==> config.mk <==
export PLATFORM = sky130hd
export DESIGN_NAME = track_volume_fade_engine
export DESIGN_NICKNAME = d
export VERILOG_FILES = /design/src/hw/rtl/tvf_pkg.sv /design/src/hw/rtl/tvf_ram.sv /design/src/hw/rtl/tvf_update.sv /design/src/hw/rtl/track_volume_fade_engine.sv
export SDC_FILE = /design/constraint.sdc
export NUM_CORES = 2
export LEC_CHECK = 0
export ABC_AREA = 1
export BUFFER_PORTS_ARGS = -buffer_cell sky130_fd_sc_hd__buf_4
export CELL_PAD_IN_SITES_DETAIL_PLACEMENT = 0
export CELL_PAD_IN_SITES_GLOBAL_PLACEMENT = 1
export CORE_ASPECT_RATIO = 1.25
export CORE_MARGIN = 10
export CORE_UTILIZATION = 45
export DETAILED_ROUTE_END_ITERATION = 10
export PLACE_DENSITY = 0.68
export SLEW_MARGIN = 10
export SYNTH_ARGS = -nofsm -noshare
export SYNTH_HDL_FRONTEND = slang
export SYNTH_SLANG_ARGS = --single-unit
export TNS_END_PERCENT = 10
==> constraint.sdc <==
create_clock -name clk -period 16.8 [get_ports clk]
set_input_delay 3.36 -clock clk [delete_from_list [all_inputs] [get_ports clk]]
set_output_delay 3.36 -clock clk [all_outputs]
set_load 0.005 [all_outputs]
==> src/hw/rtl/tvf_pkg.sv <==
// ============================================================================
// tvf_pkg
// Shared types, constants and the fade step table of the track fade engine.
// ============================================================================
package tvf_pkg;

    localparam int NUM_TRACKS = 16;
    localparam int IDX_W      = (NUM_TRACKS > 1) ? $clog2(NUM_TRACKS) : 1;

    // operation codes
    localparam logic [2:0] FN_LOAD = 3'd0;
    localparam logic [2:0] FN_FADE = 3'd1;
    localparam logic [2:0] FN_STOP = 3'd2;
    localparam logic [2:0] FN_TICK = 3'd3;
    localparam logic [2:0] FN_POLL = 3'd4;

    localparam logic [22:0] LEVEL_MASK  = 23'h7f0000;
    localparam logic [31:0] LEVEL_EVENT = 32'ha01c0000;
    localparam logic [31:0] STOP_EVENT  = 32'ha0001200;
    localparam logic [7:0]  RUN_MASK    = 8'h21;
    localparam logic [7:0]  FADE_FLAGS  = 8'h06;
    localparam logic [7:0]  HDR_PROT    = 8'h80;
    localparam logic [7:0]  HDR_LOCAL   = 8'h40;
    localparam logic [7:0]  HDR_EXT     = 8'h20;

    localparam logic [15:0] STEP_TABLE [128] = '{
        16'd41943, 16'd27962, 16'd20971, 16'd16777, 16'd13981, 16'd11983, 16'd10485, 16'd9320,
        16'd8388,  16'd7626,  16'd6990,  16'd6452,  16'd5991,  16'd5592,  16'd5242,  16'd4934,
        16'd4660,  16'd4415,  16'd4194,  16'd3994,  16'd3813,  16'd3647,  16'd3495,  16'd3355,
        16'd3226,  16'd3106,  16'd2995,  16'd2892,  16'd2796,  16'd2706,  16'd2621,  16'd2542,
        16'd2467,  16'd2396,  16'd2330,  16'd2267,  16'd2207,  16'd2150,  16'd2097,  16'd2046,
        16'd1997,  16'd1950,  16'd1906,  16'd1864,  16'd1823,  16'd1784,  16'd1747,  16'd1711,
        16'd1677,  16'd1644,  16'd1613,  16'd1582,  16'd1553,  16'd1525,  16'd1497,  16'd1471,
        16'd1446,  16'd1421,  16'd1398,  16'd1375,  16'd1353,  16'd1331,  16'd1310,  16'd1290,
        16'd1271,  16'd1252,  16'd1233,  16'd1215,  16'd1198,  16'd1181,  16'd1165,  16'd1149,
        16'd1133,  16'd1118,  16'd1103,  16'd1089,  16'd1075,  16'd1061,  16'd1048,  16'd1035,
        16'd1023,  16'd1010,  16'd998,   16'd986,   16'd975,   16'd964,   16'd953,   16'd942,
        16'd932,   16'd921,   16'd911,   16'd902,   16'd892,   16'd883,   16'd873,   16'd864,
        16'd855,   16'd847,   16'd838,   16'd830,   16'd822,   16'd814,   16'd806,   16'd798,
        16'd791,   16'd783,   16'd776,   16'd769,   16'd762,   16'd755,   16'd748,   16'd742,
        16'd735,   16'd729,   16'd723,   16'd716,   16'd710,   16'd704,   16'd699,   16'd693,
        16'd687,   16'd682,   16'd676,   16'd671,   16'd665,   16'd660,   16'd655,   16'd650
    };

    typedef enum logic [1:0] {
        ST_IDLE,
        ST_SCAN,
        ST_EXEC,
        ST_EMIT2
    } state_t;

    typedef struct packed {
        logic [7:0]  flags;
        logic [7:0]  header;
        logic [7:0]  bank;
        logic [22:0] volume;
        logic [16:0] step;
        logic [22:0] reported;
    } entry_t;

    localparam int ENTRY_W = $bits(entry_t);

    // fields of one request held for the duration of its work
    typedef struct packed {
        logic [2:0]  func;
        logic [7:0]  bank;
        logic [6:0]  rate;
        logic [7:0]  flags;
        logic [7:0]  header;
        logic [22:0] volume;
        logic [22:0] last_level;
    } req_t;

    typedef struct packed {
        logic        event_valid;
        logic [31:0] event_word;
        logic        to_local;
        logic        to_external;
        logic        stop_group;
        logic        found;
        logic        last;
    } res_t;

    // outcome of applying one request to one entry
    typedef struct packed {
        logic   wr;
        entry_t ent;
        logic   hit;
        logic   has1;
        logic   has2;
        res_t   res1;
        res_t   res2;
    } upd_t;

endpackage

==> src/hw/rtl/tvf_ram.sv <==
// ============================================================================
// tvf_ram
// Generic simple dual-port RAM: one write port, one registered read port.
// ============================================================================
module tvf_ram #(
    parameter int WIDTH = 8,
    parameter int DEPTH = 16
) (
    input  logic                                   clk,
    input  logic                                   we,
    input  logic [((DEPTH > 1) ? $clog2(DEPTH) : 1)-1:0] waddr,
    input  logic [WIDTH-1:0]                       wdata,
    input  logic                                   re,
    input  logic [((DEPTH > 1) ? $clog2(DEPTH) : 1)-1:0] raddr,
    output logic [WIDTH-1:0]                       rdata
);

    logic [WIDTH-1:0] mem [DEPTH];

    always_ff @(posedge clk)
    begin
        if (we)
        begin
            mem[waddr] <= wdata;
        end
        if (re)
        begin
            rdata <= mem[raddr];
        end
    end

endmodule

==> src/hw/rtl/tvf_update.sv <==
// ============================================================================
// tvf_update
// Modify stage: applies one request to one track entry read from the table.
// ============================================================================
module tvf_update import tvf_pkg::*; (
    input  req_t   req,
    input  entry_t cur,
    output upd_t   upd
);

    logic               running;
    logic               fade_hit;
    logic               stop_hit;
    logic signed [24:0] sum;
    logic [22:0]        tick_vol;
    logic [22:0]        level;
    logic               lvl_new;
    logic               loc;
    logic               ext;
    logic               lvl_zero;
    logic [16:0]        fade_step;

    assign running   = ((cur.flags & RUN_MASK) == 8'h00) && cur.flags[1];
    assign fade_hit  = (cur.flags != 8'h00) && ((cur.header & HDR_PROT) == 8'h00)
                       && (cur.bank == req.bank);
    assign stop_hit  = !req.bank[7] && (cur.bank == {5'b0, req.bank[2:0]})
                       && ((cur.header & HDR_PROT) == 8'h00);
    assign fade_step = 17'd0 - {1'b0, STEP_TABLE[req.rate]};

    // clamp the ramp to the level range
    assign sum = $signed({2'b00, cur.volume}) + $signed({{8{cur.step[16]}}, cur.step});
    always_comb
    begin
        if (sum[24])
        begin
            tick_vol = 23'd0;
        end
        else if (sum[23:0] > {1'b0, LEVEL_MASK})
        begin
            tick_vol = LEVEL_MASK;
        end
        else
        begin
            tick_vol = sum[22:0];
        end
    end

    assign level    = cur.volume & LEVEL_MASK;
    assign lvl_new  = running && (level != cur.reported);
    assign loc      = (cur.header & HDR_LOCAL) != 8'h00;
    assign ext      = (cur.header & HDR_EXT) != 8'h00;
    assign lvl_zero = (level == 23'd0);

    always_comb
    begin
        upd      = '0;
        upd.ent  = cur;
        unique case (req.func)
            FN_LOAD:
            begin
                upd.wr           = 1'b1;
                upd.ent.flags    = req.flags;
                upd.ent.header   = req.header;
                upd.ent.bank     = req.bank;
                upd.ent.volume   = req.volume;
                upd.ent.reported = req.last_level;
            end
            FN_FADE:
            begin
                upd.hit        = fade_hit;
                upd.wr         = fade_hit;
                upd.ent.flags  = cur.flags | FADE_FLAGS;
                upd.ent.step   = fade_step;
                upd.has1       = fade_hit;
                upd.res1.found = fade_hit;
                upd.res1.last  = 1'b1;
            end
            FN_STOP:
            begin
                upd.wr        = stop_hit;
                upd.ent.flags = 8'h00;
            end
            FN_TICK:
            begin
                upd.wr         = cur.flags[7] && running;
                upd.ent.volume = tick_vol;
            end
            FN_POLL:
            begin
                upd.wr           = lvl_new;
                upd.ent.reported = level;
                if (lvl_zero)
                begin
                    upd.ent.flags = 8'h00;
                end
                else if (level == LEVEL_MASK)
                begin
                    upd.ent.flags = cur.flags & ~FADE_FLAGS;
                end
                if (loc || ext)
                begin
                    upd.has1             = lvl_new;
                    upd.has2             = lvl_new && lvl_zero;
                    upd.res1.event_valid = 1'b1;
                    upd.res1.event_word  = LEVEL_EVENT | {17'd0, level[22:8]}
                                           | {24'd0, cur.bank};
                    upd.res1.to_local    = loc;
                    upd.res1.to_external = ext;
                    upd.res1.stop_group  = lvl_zero;
                    upd.res1.last        = !lvl_zero;
                    upd.res2.event_valid = 1'b1;
                    upd.res2.event_word  = STOP_EVENT | {24'd0, cur.bank};
                    upd.res2.to_local    = loc;
                    upd.res2.to_external = ext;
                    upd.res2.stop_group  = 1'b1;
                    upd.res2.last        = 1'b1;
                end
                else
                begin
                    upd.has1            = lvl_new && lvl_zero;
                    upd.res1.stop_group = 1'b1;
                    upd.res1.last       = 1'b1;
                end
            end
            default:
            begin
                upd.wr = 1'b0;
            end
        endcase
    end

endmodule

==> src/hw/rtl/track_volume_fade_engine.sv <==
// ============================================================================
// track_volume_fade_engine
// Track table with fade ramps, bank stop and level polling on one RAM.
// ============================================================================
//
//  channel   handshake            payload
//  --------  -------------------  -------------------------------------------
//  request   start & !busy        func track bank rate flags header volume
//                                 last_level
//  result    strobe (one cycle)   event_valid event_word to_local to_external
//                                 stop_group found last
//
// Sequence: load, tick and poll read the entry, then modify and write it
// back; a poll result shows on the cycle after, a second poll result in the
// cycle after that. Fade and stop sweep the table one entry a cycle through
// the RAM read port; a fade ends at its first match. Reset clears the
// per-entry valid bits at once, no clearing pass.
// Results cannot be stalled: each one holds for exactly one strobe cycle.
//
module track_volume_fade_engine import tvf_pkg::*; (
    input  logic        clk,
    input  logic        rst_n,
    input  logic        start,
    output logic        busy,
    input  logic [2:0]  func,
    input  logic [3:0]  track,
    input  logic [7:0]  bank,
    input  logic [6:0]  rate,
    input  logic [7:0]  flags,
    input  logic [7:0]  header,
    input  logic [22:0] volume,
    input  logic [22:0] last_level,
    output logic        strobe,
    output logic        event_valid,
    output logic [31:0] event_word,
    output logic        to_local,
    output logic        to_external,
    output logic        stop_group,
    output logic        found,
    output logic        last
);

    state_t               state_reg, state_next;
    req_t                 req_reg;
    logic [IDX_W-1:0]     idx_reg, idx_next;
    logic [NUM_TRACKS-1:0] valid_reg;
    logic                 rd_vld_reg;
    logic                 strobe_reg;
    res_t                 res_reg, res_next;
    res_t                 res2_reg;

    logic                 accept;
    logic [6:0]           track_ext;
    logic                 trk_ok;
    logic                 go_exec;
    logic                 go_scan;
    logic                 scan_last;
    logic                 rd_en;
    logic [IDX_W-1:0]     rd_addr;
    logic                 wr_en;
    logic                 res_load;
    logic                 res2_load;
    logic [ENTRY_W-1:0]   ram_q;
    entry_t               cur;
    upd_t                 upd;

    assign busy      = (state_reg != ST_IDLE);
    assign accept    = start && !busy;
    assign track_ext = {3'b000, track};
    assign trk_ok    = track_ext < 7'(NUM_TRACKS);
    assign go_exec   = trk_ok && ((func == FN_LOAD) || (func == FN_TICK) || (func == FN_POLL));
    // a stop of a bank with bit7 set does nothing: drop it at the door
    assign go_scan   = (func == FN_FADE) || ((func == FN_STOP) && !bank[7]);
    assign scan_last = (idx_reg == IDX_W'(NUM_TRACKS - 1));

    // entries never written read as the reset value
    assign cur = rd_vld_reg ? entry_t'(ram_q) : '0;

    tvf_ram #(
        .WIDTH (ENTRY_W),
        .DEPTH (NUM_TRACKS)
    ) u_ram (
        .clk   (clk),
        .we    (wr_en),
        .waddr (idx_reg),
        .wdata (upd.ent),
        .re    (rd_en),
        .raddr (rd_addr),
        .rdata (ram_q)
    );

    tvf_update u_update (
        .req (req_reg),
        .cur (cur),
        .upd (upd)
    );

    // next state
    always_comb
    begin
        state_next = state_reg;
        unique case (state_reg)
            ST_IDLE:
            begin
                if (accept && go_scan)
                begin
                    state_next = ST_SCAN;
                end
                else if (accept && go_exec)
                begin
                    state_next = ST_EXEC;
                end
            end
            ST_SCAN:
            begin
                if (scan_last || ((req_reg.func == FN_FADE) && upd.hit))
                begin
                    state_next = ST_IDLE;
                end
            end
            ST_EXEC:
            begin
                state_next = upd.has2 ? ST_EMIT2 : ST_IDLE;
            end
            ST_EMIT2:
            begin
                state_next = ST_IDLE;
            end
            default:
            begin
                state_next = ST_IDLE;
            end
        endcase
    end

    // outputs of the sequencer: read port, write port and result loads
    always_comb
    begin
        rd_en     = 1'b0;
        rd_addr   = idx_reg;
        wr_en     = 1'b0;
        idx_next  = idx_reg;
        res_load  = 1'b0;
        res2_load = 1'b0;
        res_next  = upd.res1;
        unique case (state_reg)
            ST_IDLE:
            begin
                rd_en    = accept && (go_scan || go_exec);
                rd_addr  = go_scan ? '0 : track_ext[IDX_W-1:0];
                idx_next = rd_addr;
            end
            ST_SCAN:
            begin
                // read the next entry while this one is written back
                rd_en    = !scan_last;
                rd_addr  = IDX_W'(idx_reg + 1'b1);
                idx_next = rd_addr;
                wr_en    = upd.wr;
                res_load = (req_reg.func == FN_FADE) && (upd.hit || scan_last);
            end
            ST_EXEC:
            begin
                wr_en     = upd.wr;
                res_load  = upd.has1;
                res2_load = upd.has2;
            end
            ST_EMIT2:
            begin
                res_load = 1'b1;
                res_next = res2_reg;
            end
            default:
            begin
                rd_en = 1'b0;
            end
        endcase
    end

    always_ff @(posedge clk or negedge rst_n)
    begin
        if (!rst_n)
        begin
            state_reg  <= ST_IDLE;
            idx_reg    <= '0;
            valid_reg  <= '0;
            rd_vld_reg <= 1'b0;
            strobe_reg <= 1'b0;
        end
        else
        begin
            state_reg  <= state_next;
            idx_reg    <= idx_next;
            strobe_reg <= res_load;
            if (rd_en)
            begin
                rd_vld_reg <= valid_reg[rd_addr];
            end
            if (wr_en)
            begin
                valid_reg[idx_reg] <= 1'b1;
            end
        end
    end

    // payload: hold the request and the results, no reset needed
    always_ff @(posedge clk)
    begin
        if (accept)
        begin
            req_reg.func       <= func;
            req_reg.bank       <= bank;
            req_reg.rate       <= rate;
            req_reg.flags      <= flags;
            req_reg.header     <= header;
            req_reg.volume     <= volume;
            req_reg.last_level <= last_level;
        end
        if (res_load)
        begin
            res_reg <= res_next;
        end
        if (res2_load)
        begin
            res2_reg <= upd.res2;
        end
    end

    assign strobe      = strobe_reg;
    assign event_valid = res_reg.event_valid;
    assign event_word  = res_reg.event_word;
    assign to_local    = res_reg.to_local;
    assign to_external = res_reg.to_external;
    assign stop_group  = res_reg.stop_group;
    assign found       = res_reg.found;
    assign last        = res_reg.last;

endmodule
==> flow_summary.json <==
{
  "antenna_left": 0,
  "power_mw": 14.66,
  "viasPerCell": 5.754,
  "r2r-start": "rd_vld_reg",
  "clock_path_buffers": 3,
  "setup_tns_ns": 0,
  "max_freq_mhz": 142.9,
  "postSynth.asyncResetShare": 0.01573,
  "antenna_found_initial": 6,
  "seqCellArea_um2": 45710,
  "synth-adder-area-share": 0.01005,
  "globalplace.congestion": 0.8836,
  "grt_pass1_wl_um": 266800,
  "crit_start": "func[0]",
  "track_usage": 0.2181,
  "power.density_nw_per_um2": 201.3,
  "cap_violations": 0,
  "stdcell_count": 7358,
  "crit_fanout": 293,
  "ys_ff_latch": 1526,
  "dieArea_um2": 161300,
  "drt-pass1-iter-count": 5,
  "yosysMostFrequentCell": "edfxtp_1",
  "largest_reg_flops": 1312,
  "final_nets": 5474,
  "tritoncts": "done",
  "status": "completed",
  "coreArea_um2": 144600,
  "rows": 156,
  "die-width_um": 361.2,
  "whs_ns": 0.4564,
  "drt_iter0_drc": 4207,
  "relSlewSlack": 0.08103,
  "multiInputGateArea_um2": 17090,
  "synthMuxAreaShare": 0,
  "p_leak_nw": 24.82,
  "utilization": 0.5035,
  "htreeDepth": 4,
  "synth_cells": 5312,
  "hpwl_um": 92940,
  "synthTopCellsByArea": "edfxtp_1 69%, o21ai_0 5.1%, nand2_1 4.1%",
  "syn_to_final_growth_pct": 11.18,
  "clock_sinks": 1526,
  "cp_data_required_time_ns": 17.47,
  "rsz0062_at_grt": "false",
  "clk_pin_slew_worst_paths_ns": 0.06,
  "vias": 42340,
  "ctsHoldBuffers": 0,
  "grt_remaining_overflow": 0,
  "hold_violations": 0,
  "synth_area_per_cell_um2": 12.33,
  "cp-end-kind": "flip-flop",
  "hold_end": "valid_reg[5]",
  "drcViolationCount": 0,
  "min_period_ns": 6.998,
  "synth_compound_area_frac": 0.1203,
  "syn-cell-area_um2": 65500,
  "cp-start-kind": "input pin",
  "critical_path_class": "input pin to flip-flop",
  "tightestPinTransition_ns": 1.378,
  "synth.top_cell.area_share": 0.6886,
  "start_util": 0.4529,
  "post_synth_num_cell_types": 54,
  "fin_ws_ns": 9.802,
  "synth_commonest_cells": "1502 x edfxtp_1, 723 x nand2_1, 662 x o21ai_0",
  "seq_area_frac_synth": 0.6978,
  "setup_viol": 0,
  "synth-simple-area-share": 0.1271,
  "cts_setup_buffers": 0,
  "clkLatencyLatePin_ns": 0.81,
  "layout-drive-gt1-share": 0.09927,
  "place_area_um2": 67820,
  "postRouteWirelength_um": 180000,
  "grt_pass1_vias": 41240,
  "grt_max_degree": 294,
  "synth_xor_area_frac": 0.001605,
  "rrSetupSlack_ns": 10.82,
  "timing.final.crit_share": 0.4165,
  "reg2reg_depth": 18,
  "root_buffer": "clkbuf_16",
  "hold_depth": 2,
  "clock_skew_ns": 0.02973,
  "synth_top_family_by_area": "simple AND/OR/NAND/NOR gates",
  "ys_warn_count": 0,
  "hold_path_class": "flip-flop to flip-flop",
  "wl_per_cell_um": 24.47,
  "r2r_end": "u_ram.mem[0][55]",
  "crit_arrival_ns": 7.66,
  "io_buffers": 109,
  "ctsResizeCount": 0,
  "fillCellCount": 12640,
  "final_area_um2": 72820,
  "min_from": "valid_reg[5]",
  "dp.cells": 7071,
  "peakVddDrop_uv": 525.7,
  "synthFlopType": "edfxtp_1",
  "cts_buffers": 157,
  "slew_violations": 0,
  "yosys.area.top_type": "edfxtp_1",
  "die_y_um": 446.5,
  "ios": 127,
  "preCtsSetupSlack_ns": 9.000,
  "synth_edf_count": 1502
}
power by group:
group          switching (mW)  internal, mW
clock network            1.47          1.95
registers               0.137          5.14
logic                    4.31          1.65
area by class of cell:
class | instances | share of cell area
Clock buffer | 208 | 0.05716
Clock inverter | 76 | 0.01120
Tap cell | 1896 | 0.03258
Antenna cell | 2 | 0.00006873
Inverter | 271 | 0.01552
Sequential cell | 1526 | 0.6277
Multi-Input combinational cell | 3183 | 0.2347
Timing Repair Buffer | 196 | 0.02106
worst max-delay path, cell delays in order:
cell and delay [ns]:
buf_4 0.13, nand2_1 0.07, inv_2 0.03, nor2_1 0.15, nand2_2 0.12, nand3_2 0.13, nand2_8 0.30, inv_16 0.66
buf_12 0.70, buf_4 0.84, o21ai_0 0.23, o221ai_1 0.19, nand3_1 0.15, nand2_1 0.13
placed cells by master, fill, tap and decap left out, types with 14 or more instances in the layout:
cell type  Yosys  final
a21oi_1       41     40
buf_4         42    190
clkbuf_1     149     49
clkbuf_16      0    159
clkinv_1       1     28
clkinv_2       1     15
dfrtp_1       24     23
edfxtp_1    1502   1502
ha_1          51     51
inv_1        248    232
inv_2         20     19
inv_6          0     26
nand2_1      723    723
nand3_1      193    193
nand4_1       42     42
nor2_1       457    453
nor2_4        11     14
nor3_1        15     15
o211ai_1     117    117
o21ai_0      662    660
o21ai_1       96     95
o221ai_1     222    222
o22ai_1      104    104
or2_0         93     93
or2_1        206    206
or2_2         30     30
routing by layer:
metal	wire length (µm)	global-route usage	vias up	share of wire
met5	17	0	-	0.000094
met4	4389	0.06383	4	0.024
met3	10630	0.03552	271	0.059
met2	85110	0.3521	1303	0.47
met1	79870	0.3033	21270	0.44
li1	-	-	19490	-
cells by family after synthesis:
logic type | Yosys count
AOI/OAI and AO/OA | 1285
xor gates and xnor gates | 12
adders and majority gates | 52
buffers and inverters | 614
DFF | 1526
other | 1
and+or+nand+nor | 1822
worst max path at each step:
stage,endpoint,cells past startpoint,slack [ns]
floorplan,rd_vld_reg,5,7.90
global placement,u_ram.rdata[66],14,9.01
detailed placement,u_ram.rdata[58],14,9.00
CTS,u_ram.rdata[58],14,9.85
global route,u_ram.rdata[58],14,9.42
finish,u_ram.rdata[69],14,9.80
Note: power is estimated with default switching activity, not from simulation.
